## src/hw/rtl/svhd_pkg.sv

```systemverilog
// ----------------------------------------------------------------------------
// svhd_pkg: shared types and constants for the VIS header detector
// Band limits in 1/16 Hz, alignment record layout and result status codes.
// ----------------------------------------------------------------------------
package svhd_pkg;

  // Tone history: one 10 ms frame per entry, oldest at tap 0
  localparam int RING_DEPTH = 45;
  localparam int TONE_W     = 16;
  localparam int DIFF_W     = TONE_W + 1;
  localparam int SHIFT_W    = 12;
  localparam int CODE_W     = 7;
  localparam int NUM_BITS   = 8;
  localparam int NUM_OFFS   = 3;
  localparam int NUM_ALIGN  = NUM_OFFS * NUM_OFFS;

  // Band edges as offsets from the reference tone, 1/16 Hz
  localparam logic signed [DIFF_W-1:0] TOL_LEADER = 17'sd400;    // 25 Hz
  localparam logic signed [DIFF_W-1:0] START_HI   = 17'sd11600;  // 725 Hz
  localparam logic signed [DIFF_W-1:0] START_LO   = 17'sd10800;  // 675 Hz
  localparam logic signed [DIFF_W-1:0] ZERO_HI    = 17'sd10000;  // 625 Hz
  localparam logic signed [DIFF_W-1:0] ZERO_LO    = 17'sd9200;   // 575 Hz
  localparam logic signed [DIFF_W-1:0] ONE_HI     = 17'sd13200;  // 825 Hz
  localparam logic signed [DIFF_W-1:0] ONE_LO     = 17'sd12400;  // 775 Hz
  localparam logic signed [DIFF_W-1:0] LEADER_F   = 17'sd30400;  // 1900 Hz
  localparam logic signed [SHIFT_W-1:0] SHIFT_MAX = 12'sd2047;

  // Configuration register indexes (byte address = 8 * index)
  localparam int REG_IDX_W = 2;
  localparam logic [REG_IDX_W-1:0] REG_VALID_LOW  = 2'd0;
  localparam logic [REG_IDX_W-1:0] REG_VALID_HIGH = 2'd1;
  localparam logic [REG_IDX_W-1:0] REG_INV_PARITY = 2'd2;
  localparam logic [CODE_W-1:0]    INV_PARITY_RST = 7'd6;

  typedef enum logic [1:0] {
    ST_NONE    = 2'd0,
    ST_FOUND   = 2'd1,
    ST_PARITY  = 2'd2,
    ST_UNKNOWN = 2'd3
  } status_t;

  // One alignment after classification: all bits read, and their values
  typedef struct packed {
    logic                read_ok;
    logic [NUM_BITS-1:0] bits;
  } align_t;

  // Word passed from front to back
  typedef struct packed {
    align_t [NUM_ALIGN-1:0]                align;
    logic   [NUM_OFFS-1:0][SHIFT_W-1:0]    shift;
  } entry_t;

  // True when lo < (x - ref) < hi
  function automatic logic in_band(input logic [TONE_W-1:0] x,
                                   input logic [TONE_W-1:0] ref_f,
                                   input logic signed [DIFF_W-1:0] lo,
                                   input logic signed [DIFF_W-1:0] hi);
    logic signed [DIFF_W-1:0] d;
    d = signed'({1'b0, x}) - signed'({1'b0, ref_f});
    return (d > lo) && (d < hi);
  endfunction

endpackage

```

## src/hw/rtl/svhd_queue.sv

```systemverilog
// ----------------------------------------------------------------------------
// svhd_queue: two-entry queue between classification and decision
// Lets the front and the back stall independently.
// ----------------------------------------------------------------------------
module svhd_queue import svhd_pkg::*; (
  input  logic   clk,
  input  logic   rst,
  input  logic   push_valid,
  output logic   push_ready,
  input  entry_t push_data,
  output logic   pop_valid,
  input  logic   pop_ready,
  output entry_t pop_data
);

  entry_t     slots [2];
  logic       wr_ptr;
  logic       rd_ptr;
  logic [1:0] count;
  logic       do_push;
  logic       do_pop;

  assign push_ready = (count != 2'd2);
  assign pop_valid  = (count != 2'd0);
  assign pop_data   = slots[rd_ptr];
  assign do_push    = push_valid && push_ready;
  assign do_pop     = pop_valid && pop_ready;

  // Store the pushed word
  always_ff @(posedge clk) begin
    if (do_push) begin
      slots[wr_ptr] <= push_data;
    end
  end

  // Advance pointers and occupancy
  always_ff @(posedge clk) begin
    if (rst) begin
      wr_ptr <= 1'b0;
      rd_ptr <= 1'b0;
      count  <= 2'd0;
    end else begin
      if (do_push) begin
        wr_ptr <= !wr_ptr;
      end
      if (do_pop) begin
        rd_ptr <= !rd_ptr;
      end
      unique case ({do_push, do_pop})
        2'b10:   count <= count + 2'd1;
        2'b01:   count <= count - 2'd1;
        default: count <= count;
      endcase
    end
  end

endmodule

```

## config.mk

```make
export PLATFORM = sky130hd
export DESIGN_NAME = svhd_queue
export DESIGN_NICKNAME = d
export VERILOG_FILES = /design/src/hw/rtl/svhd_pkg.sv /design/src/hw/rtl/svhd_queue.sv
export SDC_FILE = /design/constraint.sdc
export NUM_CORES = 1
export LEC_CHECK = 0
export ABC_CLOCK_PERIOD_IN_PS = 5450
export BUFFER_PORTS_ARGS = -buffer_cell sky130_fd_sc_hd__buf_4
export CORE_ASPECT_RATIO = 0.9
export CORE_MARGIN = 5
export CORE_UTILIZATION = 40
export DETAILED_ROUTE_END_ITERATION = 10
export HOLD_SLACK_MARGIN = 0.06
export MAX_ROUTING_LAYER = met4
export SETUP_SLACK_MARGIN = 0.5
export SLEW_MARGIN = 20
export SYNTH_ARGS = -nofsm -noshare
export SYNTH_HDL_FRONTEND = slang
export SYNTH_SLANG_ARGS = --single-unit
```

## constraint.sdc

```tcl
create_clock -name clk -period 5.45 [get_ports clk]
set_input_delay 0.545 -clock clk [delete_from_list [all_inputs] [get_ports clk]]
set_output_delay 0.545 -clock clk [all_outputs]
set_load 0.005 [all_outputs]
```

======== Word-level counts from Yosys, hierarchy flattened ========
Memory sizes are Yosys's and may differ from the RTL's. A register that Yosys moved wholly into a read port is not among the register bits.
Index checks and enable logic that the tools add are counted.
word-level totals
  bits in registers ....................... 4
  RAM bits ................................ 234
  output and inout port bits .............. 119
  logic and storage cells ................. 20
  memories ................................ 1
operators by class
  add/sub/neg operators ................... 2
  equality and inequality tests ........... 3
  multiplexer cells ....................... 5
  reduce and logical (&&, ||, !) cells .... 6
memory list
  name   depth  bits a word  read ports  clocked after memory_dff  write ports  line              text
  slots  2      117          1           1                         1            svhd_queue.sv:16  entry_t slots [2];
operators by type and width
  kind                   count
  $mux W1                4
  $pmux W2 S2            1
  $reduce_bool A2 Y1     2
  $add A2 B1 Y2 const B  1
  $eq A2 B1 Y1 const B   1
  $eq A2 B2 Y1 const B   1
  $logic_and A1 B1 Y1    2
  $logic_not A1 Y1       2
  $ne A2 B2 Y1 const B   1
  $sub A2 B1 Y2 const B  1

======== Longest topological paths before layout ========
Gate-level depths: netlist of the first run.
  depth after elaboration ................. 4
  depth in mapped cells ................... 6
  mapped depth without buffers ............ 6

======== Worst setup path before layout of the first run ========
OpenSTA, ideal clock, no wires.
  kind .................................... register -> register
  start ................................... register count[0]
  end ..................................... memory slots[1][0] (netlist name) (enable)
  library setup time ...................... 490 ps
  arrival ................................. 3360 ps
  path slack .............................. 1600 ps
  cell stages (with the launch flop) ...... 3
  buffers on the path ..................... 0
  period minus slack after synthesis ...... 3850 ps
  cells stage by stage .................... dfxtp_1 > nand2b_1 > and3_1
on the way
  word-level cells in the longest chain between the ends .. 4
RTL lines
  item                           line              text
  start, declared                svhd_queue.sv:19  logic [1:0] count;
  start signal, assigned         svhd_queue.sv:50  2'b10: count <= count + 2'd1;
  start signal, assigned         svhd_queue.sv:51  2'b01: count <= count - 2'd1;
  start signal, assigned         svhd_queue.sv:52  default: count <= count;
  $ne A2 B2 Y1                   svhd_queue.sv:23  assign push_ready = (count != 2'd2);
  via push_ready                 svhd_queue.sv:9   output logic push_ready,
  $logic_and A1 B1 Y1            svhd_queue.sv:26  assign do_push = push_valid && push_ready;
  $mux W1                        svhd_queue.sv:31  if (do_push) begin
  $mux W1 (implied by the code)  svhd_queue.sv:32  slots[wr_ptr] <= push_data;
  end, declared                  svhd_queue.sv:16
The timed path passes the listed nets, and every way through them passes these cells.

==> results of run 1 <==
==> kinds of logic (layout without fill, tap and decap cells) <==
family | count (synthesis) | after routing | synth area share, %
mux | 117 | 117 | 15.2
flops | 239 | 239 | 82.3
simple gates | 9 | 9 | 0.549
fa+ha+maj | 1 | 1 | 0.145
buf+inv | 14 | 291 | 1.08
compound gates | 5 | 5 | 0.376
xor+xnor | 3 | 3 | 0.304
==> final timing paths <==
path / startpoint / to / slack, ps / cells past startpoint
min: push_data[101] / slots[0][101]$_DFFE_PP_ / 220 / 1
max: flop / pop_data[6] / 2710 / 3
min reg2reg: rd_ptr$_SDFFE_PP0P_ / flop / 520 / 2
max reg2reg: count[0]$_SDFFE_PP0P_ / slots[0][12]$_DFFE_PP_ / 2850 / 4
==> final cells by class <==
class	count	share of cell area [%]
clock buffers	30	5.88
inverters	1	0.0535
clock inverters	16	1.57
flip-flops and latches	239	61.0
multi-input cells	135	12.3
repair buffers	244	16.0
well taps	291	3.12
==> sequential cells by signal, indices dropped and copies added, names as in the netlist, named ones only <==
signal	cells
count	2
rd_ptr	1
slots	234
wr_ptr	1
==> synth_stat cells <==
| master | n | area (µm²) |
|---|---|---|
| buf_2 | 9 | 45.0 |
| xor2_1 | 1 | 8.76 |
| or2_2 | 1 | 6.26 |
| and3_1 | 1 | 6.26 |
| xnor2_1 | 2 | 17.5 |
| o21ai_0 | 1 | 5.00 |
| buf_6 | 4 | 45.0 |
| inv_1 | 1 | 3.75 |
| or3_1 | 1 | 6.26 |
| edfxtp_1 | 234 | 7030 |
| ha_1 | 1 | 12.5 |
| a21oi_1 | 2 | 10.0 |
| mux2_2 | 117 | 1320 |
| o21a_1 | 1 | 7.51 |
| nand2b_1 | 1 | 6.26 |
| nor2_1 | 3 | 11.3 |
| nand3b_1 | 1 | 7.51 |
| dfxtp_1 | 5 | 100 |
| nand2_1 | 1 | 3.75 |
| a21bo_2 | 1 | 10.0 |
==> layer usage <==
metal | part of all wire, % | global-route usage [%] | wire [µm] | vias up
met2 | 46 | 21.5 | 8260 | 180
met3 | 8.4 | 4.02 | 1510 | 29
met4 | 1.9 | 3.20 | 346 | 0
li1 | - | - | - | 2059
met5 | 0 | - | 0 | -
met1 | 43 | 18.9 | 7770 | 2154
==> stage by stage <==
step	setup slack [ps]	total power, mW
after detailed placement	2720	3.83
after global routing	2620	5.78
final	2710	5.51
after global placement	2720	3.78
after CTS	2660	5.60
after floorplan	1600	3.13
==> where the power goes <==
group / leakage, nW / total (mW) / switching (mW) / internal [mW]
combinational: 1.67 / 1.34 / 0.568 / 0.774
sequential: 2.23 / 2.42 / 0.0984 / 2.32
clock: 0.425 / 1.75 / 0.661 / 1.09
total: 4.32 / 5.51 / 1.33 / 4.19
==> out/metrics.yaml, run 1 <==
clk_latency_ps: 510
cp_cell_sequence: "buf_4 -> mux2_2 -> buf_4"
whs_ps: 219
vias: 4422
postCtsHoldBufs: 0
ant_nets: 0
dr.pass1.iters: 4
root_buffer: "clkbuf_16"
placedCellCount: 909
mostFrequentLayoutCell: "buf_4"
antenna_found_initial: 0
cts_tree: "yes"
cap_violations: 0
vias_per_cell: 4.63
ys_ff_latch: 239
postSynthCellCount: 388
syn-num-nets: 510
crit_path_frequent_cell: "buf_4"
die_h_um: 150
start_util_pct: 40.4
startpoint_type: "flop"
seqCellArea_um2: 7130
fin_cells: 956
yosysSeqAreaShare_pct: 82.3
place_congestion: 0.755
maxSlewViolCount: 0
worst_pin_slew_ps: 1070
core-area_um2: 21400
critPathMaxFanout: 33
nets: 769
cts_buffer_depth: 3
power_leakage_nw: 4.32
finalSetupViolCount: 0
postSynthAreaPerCell_um2: 22.3
placed_cell_area_um2: 10800
cts_max_level: 1
ys_types: 20
fmax_ghz: 0.366
powerDensity_nw_per_um2: 472
fin_util_pct: 54.5
portBuffers: 239
cp_slowest_stage_delay_ps: 650
dieArea_um2: 24700
hold_viol: 0
drt_wl_total_um: 17900
clkTransAtPathRegs_ps: 60
finalInstanceArea_um2: 11700
max-slew-margin-rel_pct: 28.6
period_minus_slack_ps: 2740
drtIter0Drc: 233
grt_pass1_wl_um: 26300
dpl.hpwl_um: 11900
drive_above_1_share_pct: 60.8
rsz0062_at_grt: "no"
period_share_pct: 50.2
ys_warn_count: 0
overflow: 0
final_cell_mix: "242 x buf_4, 234 x edfxtp_1, 117 x mux2_2"
num_rows: 51
critical_path_class: "reg -> out"
grt_usage_pct: 14.1
setup-tns-final_ps: 0
status: "complete, no violations"
die_w_um: 165
cts_setup_buffers: 0
syn_area_um2: 8660
cts_resized: 0
crit_path_end_kind: "primary output"
multi_input_area_um2: 1440
fillers: 1721
cp.required_ps: 4910
crit_buf_inv: 2
grt_pass1_vias: 4794
cts.sinks: 239
cts_buffers: 26
critPathTopFamily: "flip-flops"
crit_arrival_ps: 2190
remaining_drc_errors: 0
avgRoutedWirePerCell_um: 18.7
area_growth_syn_to_layout_pct: 35.0
pin_count: 240
grt_max_degree: 82
ir_drop_mv: 0.241
critical-path-slowest-cell: "dfxtp_4"
num_antenna_cells: 0
skew_ps: 10.2
hp-class: "in -> reg"
Power figures use the tool's default switching activity.
==> inputs of run 2 (changes only) <==
--- a/config.mk
+++ b/config.mk
@@ -5,7 +5,8 @@
 export SDC_FILE = /design/constraint.sdc
 export NUM_CORES = 1
 export LEC_CHECK = 0
-export ABC_CLOCK_PERIOD_IN_PS = 5450
+export ABC_AREA = 1
+export ABC_CLOCK_PERIOD_IN_PS = 2300
 export BUFFER_PORTS_ARGS = -buffer_cell sky130_fd_sc_hd__buf_4
 export CORE_ASPECT_RATIO = 0.9
 export CORE_MARGIN = 5
@@ -13,6 +14,7 @@
 export DETAILED_ROUTE_END_ITERATION = 10
 export HOLD_SLACK_MARGIN = 0.06
 export MAX_ROUTING_LAYER = met4
+export PLACE_DENSITY = 0.66
 export SETUP_SLACK_MARGIN = 0.5
 export SLEW_MARGIN = 20
 export SYNTH_ARGS = -nofsm -noshare
==> constraint.sdc (replaced) <==
create_clock -name clk -period 2.3 [get_ports clk]
set_input_delay 0.23 -clock clk [delete_from_list [all_inputs] [get_ports clk]]
set_output_delay 0.23 -clock clk [all_outputs]
set_load 0.005 [all_outputs]
==> run 2 against run 1 <==
Against the previous run: utilization grew 8.9 points; cell area is 17% higher; first-iteration DRC count is 18% lower; cell count up 15%; combinational power up 140%; non-clock buffer count increased by 135; critical path type unchanged; critical endpoint is now pop_data[2].
==> out/metrics.yaml, run 2 <==
fin_cells: 1104  # was 956
grt_max_degree: 81  # was 82
drive_above_1_share_pct: 51.0  # was 60.8%
vias_per_cell: 4.69  # was 4.63
seqCellArea_um2: 7130  # about the same
clk_latency_ps: 510  # about the same
syn_area_um2: 8790  # was 8660 µm²
grt_pass1_wl_um: 30100  # was 26,300 µm
max-slew-margin-rel_pct: 66.6  # was 28.6%
ir_drop_mv: 0.683  # was 0.241 mV
p_seq_share_pct: 44.9  # was 43.9%
crit_buf_inv: 3  # was 2
core-area_um2: 21600  # was 21,400 µm²
cts_tree: "yes"  # unchanged
dr.pass1.iters: 4  # unchanged
cts_max_level: 1  # unchanged
mostFrequentLayoutCell: "edfxtp_1"  # was buf_4
yosysSeqAreaShare_pct: 81.0  # was 82.3%
ys_types: 13  # was 20
final_cell_mix: "234 x edfxtp_1, 174 x buf_4, 119 x dlygate4sd3_1"  # was 242 x buf_4, 234 x edfxtp_1, 117 x mux2_2
cp_slowest_stage_delay_ps: 390  # was 650 ps
p_int_mw: 9.26  # was 4.19 mW
portBuffers: 239  # unchanged
start_util_pct: 40.7  # was 40.4%
cts.sinks: 239  # unchanged
synth_most_common_cell: "edfxtp_1"  # unchanged
drt_wl_total_um: 21400  # was 17,900 µm
postSynthAreaPerCell_um2: 21.9  # was 22.3 µm²
synthArstFlopShare_pct: 0  # unchanged
dpl.hpwl_um: 12100  # was 11,900 µm
p_total_mw: 12.2  # was 5.51 mW
syn-num-nets: 524  # was 510
dieArea_um2: 25100  # was 24,700 µm²
critPathMaxFanout: 9  # was 33
worst_pin_slew_ps: 501  # was 1070 ps
comb_power_share_pct: 26.3  # was 24.3%
crit_path_frequent_cell: "buf_12"  # was buf_4
finalSetupViolCount: 0  # unchanged
pin_count: 240  # unchanged
startpoint_type: "flop"  # unchanged
maxSlewViolCount: 0  # unchanged
whs_ps: 117  # was 219 ps
hp-class: "in -> reg"  # unchanged
root_buffer: "clkbuf_16"  # unchanged
placedCellCount: 927  # was 909
avgRoutedWirePerCell_um: 19.4  # was 18.7 µm
sw_frac_of_total_pct: 24.0  # was 24.1%
hold_viol: 0  # unchanged
ys_ff_latch: 239  # unchanged
fmax_ghz: 0.516
synthFlopType: "edfxtp_1"  # unchanged
crit_arrival_ps: 1710  # was 2190 ps
clkTransAtPathRegs_ps: 60  # about the same
remaining_drc_errors: 0  # unchanged
die_w_um: 166  # was 165 µm
cap_violations: 0  # unchanged
cp_cell_sequence: "buf_12 -> buf_12 -> mux2_2 -> buf_4"  # was buf_4 -> mux2_2 -> buf_4
power_leakage_nw: 5.35  # was 4.32 nW
top_regs: "slots (234), count (2)"  # unchanged
p_sw_mw: 2.92  # was 1.33 mW
ant_nets: 0  # unchanged
place_congestion: 0.745  # was 0.755
top_register: "slots"  # unchanged
critPathTopFamily: "buffers and inverters"  # was flip-flops
powerDensity_nw_per_um2: 887  # was 472 nW/µm²
drtIter0Drc: 190  # was 233
power_frac_clock_pct: 28.8  # was 31.7%
nets: 917  # was 769
period_minus_slack_ps: 1940
die_h_um: 151  # was 150 µm
period_share_pct: 84.2
area_growth_syn_to_layout_pct: 56.0  # was 35.0%
critical_path_class: "reg -> out"  # unchanged
cts_buffer_depth: 3  # unchanged
critical-path-slowest-cell: "dfxtp_4"  # unchanged
antenna_found_initial: 1  # was 0
num_rows: 51  # unchanged
cts_buffers: 25  # was 26
overflow: 0  # unchanged
postSynthCellCount: 402  # was 388
vias: 5173  # was 4,422
synth_edf_count: 234  # unchanged
status: "complete, no violations"  # unchanged
rsz0062_at_grt: "yes"  # was no
skew_ps: 10.5  # was 10.2 ps
grt_usage_pct: 15.5  # was 14.1%
synth_top_area_cell: "edfxtp_1"  # unchanged
multi_input_area_um2: 1820  # was 1440 µm²
crit_path_end_kind: "primary output"  # unchanged
synthTopCellsByArea: "edfxtp_1 80%, mux2_2 11%, mux2_4 5.1%, dfxtp_1 1.1%, buf_6 0.64%"  # was edfxtp_1 81%, mux2_2 15%, dfxtp_1 1.2%, buf_2 0.52%, buf_6 0.52%
fillers: 1441  # was 1,721
cp.required_ps: 2070  # was 4910 ps
synthTopCellsByCount: "234 x edfxtp_1, 87 x mux2_2, 30 x mux2_4"  # was 234 x edfxtp_1, 117 x mux2_2, 9 x buf_2
grt_pass1_vias: 5525  # was 4,794
ys_warn_count: 0  # unchanged
netlist.area_leader.share_pct: 79.9  # was 81.2%
largest_reg_flops: 234  # unchanged
[run 2: changes by cell type in the layout (fill, tap and decap cells not counted), sizes merged, moves of 2 or more]
cell,change
nor2,+7
dlygate4sd3,+119
buf,+10
xnor2,-2
nand2,+7
o21ai,+2
bufinv,-4
inv,+7
clkbuf,+8
[run 2: logic make-up after synthesis]
| family | after synthesis | synth area share, % |
|---|---|---|
| multiplexers | 117 | 16.3 |
| AO/OA/AOI/OAI | 5 | 0.284 |
| flip-flops | 239 | 81.0 |
| AND/OR/NAND/NOR | 19 | 0.839 |
| buffers and inverters | 21 | 1.44 |
| adder cells (fa/ha/maj) | 1 | 0.142 |
[run 2: per-layer routing]
metal,routed length [µm],track usage [%],share of wire (%)
met1,8750,18.7,41
met2,10900,26.2,51
met3,1280,4.17,6.0
met4,535,3.89,2.5
met5,0,-,0
[run 2: what timing repair did]
item / 4_1_cts / 5_1_grt
setup endpoints to repair: 117 / 117
resized for setup: 8 / 135
cloned: 1 / 10
hold endpoints to repair: 239 / 0
setup buffers: 0 / 2
hold buffers: 119 / 0
[run 2: layout make-up]
cell class	instances	area share, %
Antenna cell	1	0.0182
Multi-Input combinational cell	142	13.2
Clock inverter	12	0.419
Timing Repair Buffer	379	26.7
Inverter	8	0.219
Tap cell	291	2.65
Sequential cell	239	52.0
Clock buffer	32	4.75
[run 2: stage by stage]
stage	setup WS, ps	area (µm²)	setup TNS [ps]	utilization, %
3_3_place_gp	726	11000	0	50.9
3_5_place_dp	642	11000	0	50.9
6_report	364	13700	0	63.4
4_1_cts	317	13000	0	60.0
5_1_grt	310	13700	0	63.4
2_1_floorplan	-391	8830	-89160	-
[run 2: power by group through the flow]
stage | registers [mW] | logic [mW] | clock network, mW
after floorplan | 5.52 | 1.17 | 0
after global placement | 5.52 | 2.28 | 0
after detailed placement | 5.54 | 2.32 | 0
after CTS | 5.47 | 2.55 | 3.61
after global routing | 5.51 | 3.39 | 3.80
final | 5.47 | 3.20 | 3.51
[run 2: path summary, 6_finish.rpt]
| check | from | end | slack [ps] | cells after the start |
|---|---|---|---|---|
| setup / recovery | flop | pop_data[2] | 360 | 4 |
| hold / removal | pop_ready | rd_ptr$_SDFFE_PP0P_ | 120 | 5 |
| setup reg to reg | count[0]$_SDFFE_PP0P_ | slots[1][110]$_DFFE_PP_ | 660 | 5 |
| hold reg to reg | rd_ptr$_SDFFE_PP0P_ | rd_ptr$_SDFFE_PP0P_ | 510 | 2 |
[run 2: worst reg2reg max path, cell delays in order, from the launching register on]
cell and delay, ps:
dfxtp_2 350, inv_2 70, nand2_4 90, nand2_4 70
nor2_4 390, buf_12 320
